File: config.mk
export PLATFORM = sky130hd
export DESIGN_NAME = bus_controller_transaction_sequencer
export DESIGN_NICKNAME = d
export VERILOG_FILES = /design/src/design/bcts_pkg.sv /design/src/design/bcts_ram.sv /design/src/design/bus_controller_transaction_sequencer.sv
export SDC_FILE = /design/constraint.sdc
export NUM_CORES = 1
export LEC_CHECK = 0
export BUFFER_PORTS_ARGS = -buffer_cell sky130_fd_sc_hd__buf_4
export CORE_MARGIN = 3
export CORE_UTILIZATION = 62
export CTS_CLUSTER_DIAMETER = 80
export DETAILED_ROUTE_END_ITERATION = 16
export GPL_TIMING_DRIVEN = 0
export PLACE_DENSITY = 0.88
export SLEW_MARGIN = 10
export SYNTH_ARGS = -nofsm -noshare
export SYNTH_HDL_FRONTEND = slang
export SYNTH_HIERARCHICAL = 1
export SYNTH_SLANG_ARGS = --single-unit
File: constraint.sdc
create_clock -name clock -period 5.82 [get_ports clock]
set_input_delay 1.746 -clock clock [delete_from_list [all_inputs] [get_ports clock]]
set_output_delay 1.746 -clock clock [all_outputs]
set_load 0.02 [all_outputs]
File: src/design/bcts_pkg.sv
// Package for the bus controller transaction sequencer.
// Holds the item kinds, register indexes, state types and word helpers.
// No dependencies.
`default_nettype none

package bcts_pkg;

   localparam int MAX_WORDS = 32;
   localparam int ADDR_W    = $clog2(MAX_WORDS);
   localparam int COUNT_W   = 6;
   localparam int WORD_W    = 16;
   localparam int CSR_IDX_W = 2;
   localparam int CSR_DATA_W = 6;
   localparam int REQ_DATA_W = 24;
   localparam int REQ_USER_W = 3;
   localparam int RSP_DATA_W = 64;

   typedef enum logic [2:0] {
      KIND_START_SEND    = 3'd0,
      KIND_START_REQUEST = 3'd1,
      KIND_TX_EMPTY      = 3'd2,
      KIND_TX_FINISHED   = 3'd3,
      KIND_RX_WORD       = 3'd4,
      KIND_RX_SYNC       = 3'd5,
      KIND_WRITE_PAYLOAD = 3'd6,
      KIND_READ_PAYLOAD  = 3'd7
   } kind_type;

   localparam logic [CSR_IDX_W-1:0] CSR_RT_ADDRESS    = 2'd0;
   localparam logic [CSR_IDX_W-1:0] CSR_SUB_ADDRESS   = 2'd1;
   localparam logic [CSR_IDX_W-1:0] CSR_WORD_COUNT    = 2'd2;
   localparam logic [CSR_IDX_W-1:0] CSR_USE_CHANNEL_B = 2'd3;

   typedef struct packed {
      logic chan_b;
      logic sync_data;
      logic rx_on;
      logic txf_en;
      logic txe_en;
      logic tx_active;
      logic dir_req;
   } flags_type;

   typedef struct packed {
      logic              tx_valid;
      logic              tx_is_data;
      logic [WORD_W-1:0] tx_word;
      logic              tx_from_mem;
      logic              rd_from_mem;
      logic              mem_hit;
      logic              channel_select;
      logic [WORD_W-1:0] status_word;
      logic [COUNT_W-1:0] rx_count;
      logic              parity_error;
      logic              bit_fault;
      logic              receiver_on;
      logic              sync_expects_data;
      logic              transmitter_active;
   } stage_type;

   function automatic logic [COUNT_W-1:0] eff_count(input logic [COUNT_W-1:0] wc);
      logic [COUNT_W-1:0] r;
      if (wc == '0)
         r = COUNT_W'(1);
      else if (wc > COUNT_W'(MAX_WORDS))
         r = COUNT_W'(MAX_WORDS);
      else
         r = wc;
      return r;
   endfunction

   function automatic logic odd_parity(input logic [WORD_W-1:0] v);
      return ~(^v);
   endfunction

endpackage

`default_nettype wire

File: src/design/bcts_ram.sv
// Generic single-write, single-read synchronous RAM with registered read.
// Depends on nothing.
`default_nettype none

module bcts_ram #(
   parameter int WIDTH = 16,
   parameter int DEPTH = 32
) (
   input  wire logic                     clock,
   input  wire logic                     wr_en,
   input  wire logic [$clog2(DEPTH)-1:0] wr_addr,
   input  wire logic [WIDTH-1:0]         wr_data,
   input  wire logic                     rd_en,
   input  wire logic [$clog2(DEPTH)-1:0] rd_addr,
   output logic      [WIDTH-1:0]         rd_data
);

   logic [WIDTH-1:0] mem_ff [DEPTH];

   always_ff @(posedge clock) begin
      if (wr_en) begin
         mem_ff[wr_addr] <= wr_data;
      end
      if (rd_en) begin
         rd_data <= mem_ff[rd_addr];
      end
   end

endmodule

`default_nettype wire

File: src/design/bus_controller_transaction_sequencer.sv
// Top level of the bus controller transaction sequencer.
// Depends on bcts_pkg and bcts_ram (payload store).
//
// Usage:
//   req_ carries one event beat: tuser is the kind, tdata the slot, word and
//   receiver flags. Every beat gives exactly one rsp_ beat holding the word to
//   transmit (if any), the read-back payload word and the transaction status.
//   csr_ writes the address, subaddress, word count and channel registers;
//   write them only while no beat is in flight.
// Pipeline: an accepted request beat passes through the read stage (s1_ff, with
//   the registered payload store read) and then through the output register.
// Throughput: one beat per cycle while rsp_tready stays high; the counters and flags update in the cycle
//   a beat is taken and the store is written in that same cycle.
// Reset: counters, flags and status clear; the 32 payload valid bits clear at
//   once, so unwritten slots read as zero with no clearing pass.
// Stall: with rsp_tready low the output register and the read stage hold,
//   and req_tready drops once both are full.
`default_nettype none

module bus_controller_transaction_sequencer
   import bcts_pkg::*;
(
   input  wire logic                  clock,
   input  wire logic                  reset,
   input  wire logic                  req_tvalid,
   output logic                       req_tready,
   // word_index[4:0], data_word[20:5], rx_parity[21], bit_faults[22], zero fill
   input  wire logic [REQ_DATA_W-1:0] req_tdata,
   // kind[2:0]
   input  wire logic [REQ_USER_W-1:0] req_tuser,
   output logic                       rsp_tvalid,
   input  wire logic                  rsp_tready,
   // tx_valid[0], tx_word_is_data[1], tx_word[17:2], channel_select[18],
   // status_word[34:19], rx_count[40:35], parity_error[41], bit_fault[42],
   // read_word[58:43], receiver_on[59], sync_expects_data[60],
   // transmitter_active[61], zero fill
   output logic [RSP_DATA_W-1:0]      rsp_tdata,
   input  wire logic                  csr_we,
   input  wire logic [CSR_IDX_W-1:0]  csr_addr,
   input  wire logic [CSR_DATA_W-1:0] csr_wdata
);

   logic [4:0]          rt_address_ff;
   logic [4:0]          sub_address_ff;
   logic [COUNT_W-1:0]  word_count_ff;
   logic                use_channel_b_ff;

   logic [COUNT_W-1:0]  words_sent_ff, words_sent_in;
   logic [COUNT_W-1:0]  words_to_send_ff, words_to_send_in;
   logic [COUNT_W-1:0]  words_received_ff, words_received_in;
   logic [COUNT_W-1:0]  words_to_receive_ff, words_to_receive_in;
   flags_type           flags_ff, flags_in;
   logic [WORD_W-1:0]   status_ff, status_in;
   logic                parity_error_ff, parity_error_in;
   logic                bit_fault_ff, bit_fault_in;
   logic [MAX_WORDS-1:0] valid_ff;

   logic                s1_valid_ff, s1_valid_in;
   stage_type           s1_ff, s1_in;
   logic                rsp_tvalid_ff, rsp_tvalid_in;
   logic [RSP_DATA_W-1:0] rsp_tdata_ff, rsp_tdata_in;

   kind_type            kind;
   logic [ADDR_W-1:0]   idx;
   logic [WORD_W-1:0]   data;
   logic                pbit;
   logic                bfault;
   logic                req_accept;
   logic                s1_move;
   logic [COUNT_W-1:0]  eff;
   logic [WORD_W-1:0]   cmd_word;
   logic [COUNT_W-1:0]  rx_next;

   logic                wr_en;
   logic [ADDR_W-1:0]   wr_addr;
   logic [ADDR_W-1:0]   rd_addr;
   logic [WORD_W-1:0]   rd_data;
   logic [WORD_W-1:0]   tx_word_out;
   logic [WORD_W-1:0]   read_word_out;

   assign kind   = kind_type'(req_tuser[2:0]);
   assign idx    = req_tdata[ADDR_W-1:0];
   assign data   = req_tdata[20:5];
   assign pbit   = req_tdata[21];
   assign bfault = req_tdata[22];

   assign s1_move    = s1_valid_ff && (!rsp_tvalid_ff || rsp_tready);
   assign req_tready = !s1_valid_ff || s1_move;
   assign req_accept = req_tvalid && req_tready;

   assign eff      = eff_count(word_count_ff);
   assign cmd_word = {rt_address_ff, flags_ff.dir_req, sub_address_ff, eff[4:0]};

   // event handling: counters and flags update as the beat is taken
   always_comb begin
      words_sent_in       = words_sent_ff;
      words_to_send_in    = words_to_send_ff;
      words_received_in   = words_received_ff;
      words_to_receive_in = words_to_receive_ff;
      flags_in            = flags_ff;
      status_in           = status_ff;
      parity_error_in     = parity_error_ff;
      bit_fault_in        = bit_fault_ff;
      rx_next             = words_received_ff;
      wr_en               = 1'b0;
      wr_addr             = idx;
      rd_addr             = idx;
      s1_in               = '0;
      if (req_accept) begin
         unique case (kind) inside
            KIND_START_SEND, KIND_START_REQUEST: begin
               words_sent_in     = '0;
               words_received_in = '0;
               if (kind == KIND_START_REQUEST) begin
                  words_to_send_in    = COUNT_W'(1);
                  words_to_receive_in = eff + COUNT_W'(1);
               end else begin
                  words_to_send_in    = eff + COUNT_W'(1);
                  words_to_receive_in = COUNT_W'(1);
               end
               flags_in.dir_req   = (kind == KIND_START_REQUEST);
               flags_in.txe_en    = 1'b1;
               flags_in.txf_en    = 1'b1;
               flags_in.rx_on     = 1'b1;
               flags_in.sync_data = 1'b0;
               flags_in.chan_b    = use_channel_b_ff;
            end
            KIND_TX_EMPTY: begin
               if (flags_ff.txe_en) begin
                  if (words_sent_ff == '0) begin
                     s1_in.tx_valid     = 1'b1;
                     s1_in.tx_word      = cmd_word;
                     words_sent_in      = COUNT_W'(1);
                     flags_in.tx_active = 1'b1;
                  end else if (words_sent_ff < words_to_send_ff) begin
                     s1_in.tx_valid    = 1'b1;
                     s1_in.tx_is_data  = 1'b1;
                     s1_in.tx_from_mem = 1'b1;
                     rd_addr           = ADDR_W'(words_sent_ff - COUNT_W'(1));
                     words_sent_in     = words_sent_ff + COUNT_W'(1);
                  end else begin
                     flags_in.txe_en = 1'b0;
                  end
               end
            end
            KIND_TX_FINISHED: begin
               if (flags_ff.txf_en) begin
                  flags_in.txf_en    = 1'b0;
                  flags_in.tx_active = 1'b0;
               end
            end
            KIND_RX_WORD: begin
               if (flags_ff.rx_on && !flags_ff.tx_active) begin
                  if (words_received_ff == '0) begin
                     status_in = data;
                     rx_next   = COUNT_W'(1);
                  end else if (words_received_ff < words_to_receive_ff) begin
                     wr_en   = 1'b1;
                     wr_addr = ADDR_W'(words_received_ff - COUNT_W'(1));
                     rx_next = words_received_ff + COUNT_W'(1);
                  end
                  words_received_in = rx_next;
                  if (rx_next == words_to_receive_ff) begin
                     flags_in.rx_on = 1'b0;
                  end
                  parity_error_in = (odd_parity(data) != pbit);
                  bit_fault_in    = bfault;
               end
            end
            KIND_RX_SYNC: begin
               if (flags_ff.dir_req && flags_ff.rx_on && !flags_ff.sync_data &&
                   !flags_ff.tx_active) begin
                  flags_in.sync_data = 1'b1;
               end
            end
            KIND_WRITE_PAYLOAD: begin
               wr_en = 1'b1;
            end
            KIND_READ_PAYLOAD: begin
               s1_in.rd_from_mem = ({1'b0, idx} < eff);
            end
            default: begin
            end
         endcase
      end
      s1_in.mem_hit            = valid_ff[rd_addr];
      s1_in.channel_select     = flags_in.chan_b;
      s1_in.status_word        = status_in;
      s1_in.rx_count           = words_received_in;
      s1_in.parity_error       = parity_error_in;
      s1_in.bit_fault          = bit_fault_in;
      s1_in.receiver_on        = flags_in.rx_on;
      s1_in.sync_expects_data  = flags_in.sync_data;
      s1_in.transmitter_active = flags_in.tx_active;
   end

   bcts_ram #(
      .WIDTH (WORD_W),
      .DEPTH (MAX_WORDS)
   ) u_payload (
      .clock   (clock),
      .wr_en   (wr_en),
      .wr_addr (wr_addr),
      .wr_data (data),
      .rd_en   (req_accept),
      .rd_addr (rd_addr),
      .rd_data (rd_data)
   );

   always_comb begin
      s1_valid_in = req_accept ? 1'b1 : (s1_move ? 1'b0 : s1_valid_ff);
      rsp_tvalid_in = s1_move ? 1'b1 : (rsp_tready ? 1'b0 : rsp_tvalid_ff);
      tx_word_out = s1_ff.tx_from_mem ? (s1_ff.mem_hit ? rd_data : '0) : s1_ff.tx_word;
      read_word_out = (s1_ff.rd_from_mem && s1_ff.mem_hit) ? rd_data : '0;
      rsp_tdata_in = {2'b00,
                      s1_ff.transmitter_active,
                      s1_ff.sync_expects_data,
                      s1_ff.receiver_on,
                      read_word_out,
                      s1_ff.bit_fault,
                      s1_ff.parity_error,
                      s1_ff.rx_count,
                      s1_ff.status_word,
                      s1_ff.channel_select,
                      tx_word_out,
                      s1_ff.tx_is_data,
                      s1_ff.tx_valid};
   end

   always_ff @(posedge clock) begin
      if (reset) begin
         rt_address_ff       <= '0;
         sub_address_ff      <= '0;
         word_count_ff       <= COUNT_W'(1);
         use_channel_b_ff    <= 1'b0;
         words_sent_ff       <= '0;
         words_to_send_ff    <= '0;
         words_received_ff   <= '0;
         words_to_receive_ff <= '0;
         flags_ff            <= '0;
         status_ff           <= '0;
         parity_error_ff     <= 1'b0;
         bit_fault_ff        <= 1'b0;
         valid_ff            <= '0;
         s1_valid_ff         <= 1'b0;
         rsp_tvalid_ff       <= 1'b0;
      end else begin
         if (csr_we) begin
            unique case (csr_addr)
               CSR_RT_ADDRESS:    rt_address_ff    <= csr_wdata[4:0];
               CSR_SUB_ADDRESS:   sub_address_ff   <= csr_wdata[4:0];
               CSR_WORD_COUNT:    word_count_ff    <= csr_wdata[COUNT_W-1:0];
               CSR_USE_CHANNEL_B: use_channel_b_ff <= csr_wdata[0];
               default: begin
               end
            endcase
         end
         words_sent_ff       <= words_sent_in;
         words_to_send_ff    <= words_to_send_in;
         words_received_ff   <= words_received_in;
         words_to_receive_ff <= words_to_receive_in;
         flags_ff            <= flags_in;
         status_ff           <= status_in;
         parity_error_ff     <= parity_error_in;
         bit_fault_ff        <= bit_fault_in;
         if (wr_en) begin
            valid_ff[wr_addr] <= 1'b1;
         end
         s1_valid_ff   <= s1_valid_in;
         rsp_tvalid_ff <= rsp_tvalid_in;
      end
   end

   // hold payload while stalled
   always_ff @(posedge clock) begin
      if (req_accept) begin
         s1_ff <= s1_in;
      end
      if (s1_move) begin
         rsp_tdata_ff <= rsp_tdata_in;
      end
   end

   assign rsp_tvalid = rsp_tvalid_ff;
   assign rsp_tdata  = rsp_tdata_ff;

endmodule

`default_nettype wire

* After elaboration in Yosys (flattened, before gate mapping)
Memory sizes are Yosys's and may differ from the RTL's. A register that Yosys moved wholly into a read port is not among the register bits. Index checks and enable logic that the tools add are counted.
Storage, ports and cells: bits in writable memories 512, input port bits 40, logic and storage cells 175, memories 1, output and inout bits 66, bits in registers 211
Cells by class: equal/unequal tests 14, bitwise gates (word level) 4, multiplexer cells 71, reduce and logical (&&, ||, !) cells 36, order comparisons 7, add/sub/neg operators 5
Memories:
- u_payload.mem_ff | words 32, width 16, read ports 1, clocked after memory_dff 1, write ports 1, line bcts_ram.sv:18 | logic [WIDTH-1:0] mem_ff [DEPTH];
Operator list (number):
- $mux W16 | 6
- $mux W6 | 14
- $mux W5 | 10
- $or A32 B32 Y32 | 1
- $mux W1 | 28
- $pmux W6 S2 | 2
- $add A6 B1 Y6 const B | 3
- $logic_not A6 Y1 | 3
- $reduce_and A2 Y1 | 8
- $reduce_xor A16 Y1 | 1
- $eq A3 B3 Y1 const B | 4
- $lt A5 B6 Y1 const B | 2
- $lt A6 B6 Y1 | 2
- $pmux W1 S2 | 6
- $sub A5 B1 Y5 const B | 2
- $logic_and A1 B1 Y1 | 8
- $reduce_bool A2 Y1 | 4
- $mux W7 | 1
- $eq A3 B2 Y1 const B | 2
- $eq A6 B6 Y1 | 1
- $gt A6 B6 Y1 const B | 1
- $lt A5 B6 Y1 | 1
- $bmux W1 S5 | 1
- $demux W1 S5 | 1
- 17 further kinds | 25

* Longest topological paths before layout
depth after elaboration 11, mapped depth 18

* By module
The synthesis kept the hierarchy.
By module, submodules not included:
- bcts_ram | area an instance 20694.8 µm², instances 1, cells each 1143, sequential area each 15855.2 µm²
- bus_controller_transaction_sequencer | area an instance 9198.8 µm², instances 1, cells each 851, sequential area each 5305.1 µm²

* Worst setup path after synthesis
No wires, ideal clock.
path type input -> register, start input port rsp_tready, end memory u_payload.mem_ff[28][0], enable pin, cell stages on the path 8, slack 176 ps, path buffers 1, setup time 388 ps, arrival 5255 ps, path through nand3b_1 nand2_1 inv_1 nand4_1 nand2_1 or3b_2 clkbuf_1 nor2_1
On the way: longest elaborated chain between the ends 7, elaborated cells between the ends (all ways) 8
RTL lines:
- start, declared | line bus_controller_transaction_sequencer.sv:32 | input wire logic rsp_tready,
- $logic_or A1 B1 Y1 | line bus_controller_transaction_sequencer.sv:87 | assign s1_move = s1_valid_ff && (!rsp_tvalid_ff || rsp_tready);
- $logic_and A1 B1 Y1 | line bus_controller_transaction_sequencer.sv:87
- $logic_or A1 B1 Y1 | line bus_controller_transaction_sequencer.sv:88 | assign req_tready = !s1_valid_ff || s1_move;
- $logic_and A1 B1 Y1 | line bus_controller_transaction_sequencer.sv:89 | assign req_accept = req_tvalid && req_tready;
- named net req_accept | line bus_controller_transaction_sequencer.sv:68 | logic req_accept;
- $mux W1 | line bus_controller_transaction_sequencer.sv:109 | if (req_accept) begin
- named net wr_en | line bus_controller_transaction_sequencer.sv:74 | logic wr_en;
- $mux W1 | line bcts_ram.sv:21 | if (wr_en) begin
- $mux W1 (implied by the code) | line bcts_ram.sv:22 | mem_ff[wr_addr] <= wr_data;
- end, declared | line bcts_ram.sv:18
The timed path passes the listed nets, and every way through them passes these cells.

* Worst setup path in the final report
start input port rsp_tready, end memory u_payload.mem_ff[8][3], enable pin
On the way: elaborated cells between the ends (all ways) 8
RTL lines:
- $logic_or A1 B1 Y1 | line bus_controller_transaction_sequencer.sv:87
- $logic_and A1 B1 Y1 | line bus_controller_transaction_sequencer.sv:87
- $logic_or A1 B1 Y1 | line bus_controller_transaction_sequencer.sv:88
- $logic_and A1 B1 Y1 | line bus_controller_transaction_sequencer.sv:89
- $mux W5 | line bus_controller_transaction_sequencer.sv:109
- named net wr_addr[2] | line bus_controller_transaction_sequencer.sv:75 | logic [ADDR_W-1:0] wr_addr;
The timed path passes the listed nets, and every way through them passes these cells.

==> results.json <==
{
  "outcome": "complete, no violations",
  "vias": 18420,
  "drt_pass1_iterations": 6,
  "root_buffer": "clkbuf_16",
  "overflow": 0,
  "synth-edff-count": 638,
  "r2r_start": "words_to_receive_ff[4]",
  "grt_usage_pct": 28.39,
  "async_flop_share_pct": 0,
  "synthFlopType": "edfxtp_1",
  "clk_pin_slew_ps": 60,
  "coreArea_mm2": 0.04705,
  "grt_pass1_vias": 17910,
  "period_minus_slack_ps": 5767,
  "synth_seq_cells": 738,
  "antenna_found_initial": 2,
  "grt_pass1_wl_um": 107600,
  "die_x_um": 225.6,
  "rsz0062_at_grt": "no",
  "gp_congestion": 0.9301,
  "pin_count": 106,
  "synth_cell_types": 70,
  "worstHoldPathType": "flip-flop to flip-flop",
  "cts_buffers": 71,
  "p_clk_share_pct": 40.3,
  "clock_latency_ps": 610,
  "synth.avg_cell_area_um2": 14.99,
  "wl_per_cell_um": 25.63,
  "startpoint_type": "primary input",
  "power_leakage_uw": 0.01219,
  "skew_ps": 26.01,
  "cts_buffer_depth": 3,
  "peakVddDrop_v": 0.0002934,
  "die_area_mm2": 0.05089,
  "fillCellCount": 2738,
  "critPathCaptureType": "flip-flop",
  "via_per_inst": 6.505,
  "maxSlewHeadroom_pct": 27.69,
  "seq_area_mm2": 0.02116,
  "rows": 79,
  "multi_input_area_mm2": 0.007901,
  "period_share_pct": 99.09,
  "drv_slew": 0,
  "placed_cell_area_mm2": 0.03151,
  "route.detailed.drc": 0,
  "cap_violations": 0,
  "ys_warn_count": 6,
  "hold_viol_final": 0,
  "die_y_um": 225.6,
  "portBuffers": 100,
  "crit_path_start": "rsp_tready",
  "p_comb_share_pct": 6.3,
  "cts_hold_buf": 0,
  "postSynthCellCount": 1994,
  "worst_pin_slew_ps": 1082,
  "setup-violations-final": 0,
  "r2r_slack_ps": 950,
  "cts_tree": "yes",
  "ctsHtreeMaxLevel": 3,
  "ant_nets": 0,
  "fmax_ghz": 0.1734,
  "syn_area_mm2": 0.02989,
  "initial_utilization_pct": 63.54,
  "internal_power_uw": 8576,
  "finalNetCount": 2230,
  "antenna_cells": 0,
  "drt-initial-drc-count": 2440,
  "r2r_cells": 11,
  "swShare_pct": 21.64,
  "p_per_area_mw_per_mm2": 324.1,
  "critical_path_class": "primary input to flip-flop",
  "layout_common_cells": "edfxtp_1 (638), mux2i_1 (283), buf_4 (121)",
  "dp_hpwl_um": 46130,
  "power_frac_seq_pct": 53.3,
  "cp-endpoint": "u_payload/mem_ff[8][3]",
  "final_common_cell": "edfxtp_1",
  "drt-total-wl_um": 72550,
  "finalInstanceArea_mm2": 0.03377,
  "yosysSeqAreaShare_pct": 70.79,
  "tns_ps": 0,
  "required_ps": 6030,
  "path_max_fanout": 16,
  "p_switching_uw": 2368,
  "r2r-end": "u_payload/mem_ff[8][3]",
  "holdWs_ps": 409.5,
  "drive_gt1_share_pct": 15.06,
  "clock_sinks": 738,
  "cp.arrival_ps": 5980,
  "area_growth_pct": 12.96,
  "grt_start_max_net_pins": 67
}
[worst min-delay path by stage]
| stage | cells past startpoint | startpoint | slack (ps) | endpoint |
|---|---|---|---|---|
| floorplan | 0 | rsp_tdata_in[0] | 400 | rsp_tdata[0] |
| global placement | 0 | rsp_tdata_in[28] | 400 | rsp_tdata[28] |
| detailed placement | 0 | rsp_tdata_in[31] | 410 | rsp_tdata[31] |
| CTS | 0 | rsp_tdata_in[18] | 410 | rsp_tdata[18] |
| global route | 0 | rsp_tdata_in[18] | 420 | rsp_tdata[18] |
| finish | 0 | rsp_tdata_in[18] | 410 | rsp_tdata[18] |
[cell families (layout without fill, tap and decap cells)]
kind of cell    Yosys count  after routing  share of synthesized area, %
compound gates          291            291                         6.559
xor+xnor                 32             32                        0.9376
fa+ha+maj                20             20                        0.8371
buf+inv                 158            387                         3.089
flops                   738            738                         70.79
mux                     307            307                         10.39
other cells               1              2                       0.01254
simple gates            447            447                         7.387
[stage by stage]
stage / util [%] / setup WS, ps / power, µW / cells
2_1_floorplan: - / 176.2 / 6327 / 1995
3_3_place_gp: 66.75 / -1248 / 6595 / 2702
3_5_place_dp: 66.97 / -737.6 / 6621 / 2704
4_1_cts: 71.72 / 5.440 / 10970 / 2831
5_1_grt: 71.77 / 3.868 / 11230 / 2831
6_report: 71.77 / 53.22 / 10940 / 2831
[flip-flops by register name (all words and copies together), names as in the netlist]
name	flops
words_received_ff	6
s1_ff	18
status_ff	16
cmd_word	1
rsp_tvalid	1
sub_address_ff	5
valid_ff	32
u_payload/rd_data	16
use_channel_b_ff	1
words_sent_ff	6
rsp_tdata_in	30
parity_error_ff	1
words_to_send_ff	6
s1_valid_ff	1
bit_fault_ff	1
rsp_tdata	62
flags_ff	6
rt_address_ff	5
word_count_ff	6
words_to_receive_ff	6
u_payload/mem_ff	512
[worst max-delay path: stages]
cell and delay (ps):
buf_4 80, nand3b_1 140, nand2_1 220, nor2_1 420, nand3_1 360, nor3_2 530, mux2i_1 520, inv_1 470
or3b_2 640, nor2_2 820
[power groups by stage]
stage / Clock, µW / Combinational [µW] / Sequential [µW]
after floorplan: 0 / 362 / 5960
after global placement: 0 / 646 / 5950
after detailed placement: 0 / 674 / 5950
after CTS: 4450 / 683 / 5840
after global routing: 4670 / 725 / 5840
final: 4410 / 695 / 5840
[cell usage after synthesis, types with 21 or more instances]
master	count	share of area, %
buf_2	21	0.35
a21oi_1	83	1.4
nand2_1	90	1.1
a22oi_1	65	1.6
inv_1	52	0.65
and3_1	22	0.46
a22o_1	35	1.0
clkbuf_1	44	0.55
mux2i_1	283	9.5
nor2_1	130	1.6
a31oi_1	25	0.52
edfxtp_1	638	64
mux2_2	23	0.87
o21ai_0	34	0.57
nand3_1	54	0.90
buf_4	21	0.53
dfxtp_1	100	6.7
nor3_1	35	0.59
xnor2_1	23	0.67
nand4_1	22	0.46
nor2b_1	29	0.61
[final cells by class]
class                           instances  area share, %
Buffer                                105          2.123
Clock buffer                           96          5.788
Clock inverter                         31         0.7929
Inverter                               53         0.6188
Multi-Input combinational cell       1099          23.40
Sequential cell                       738          62.66
Tap cell                              607          2.249
Timing Repair Buffer                  102          2.364
[layer usage]
| metal | vias to the layer above | global-route usage (%) | part of all wire, % |
|---|---|---|---|
| li1 | 7931 | - | - |
| met2 | 1215 | 46.18 | 48 |
| met5 | - | 0 | 0.022 |
| met4 | 2 | 11.01 | 3.5 |
| met3 | 188 | 5.083 | 10 |
| met1 | 9081 | 38.78 | 38 |
[repair_timing]
item / CTS / global route
setup buffers: 0 / 0
setup endpoints to repair: 85 / 0
resized for setup: 6 / 0
Power figures use the tool's default switching activity.
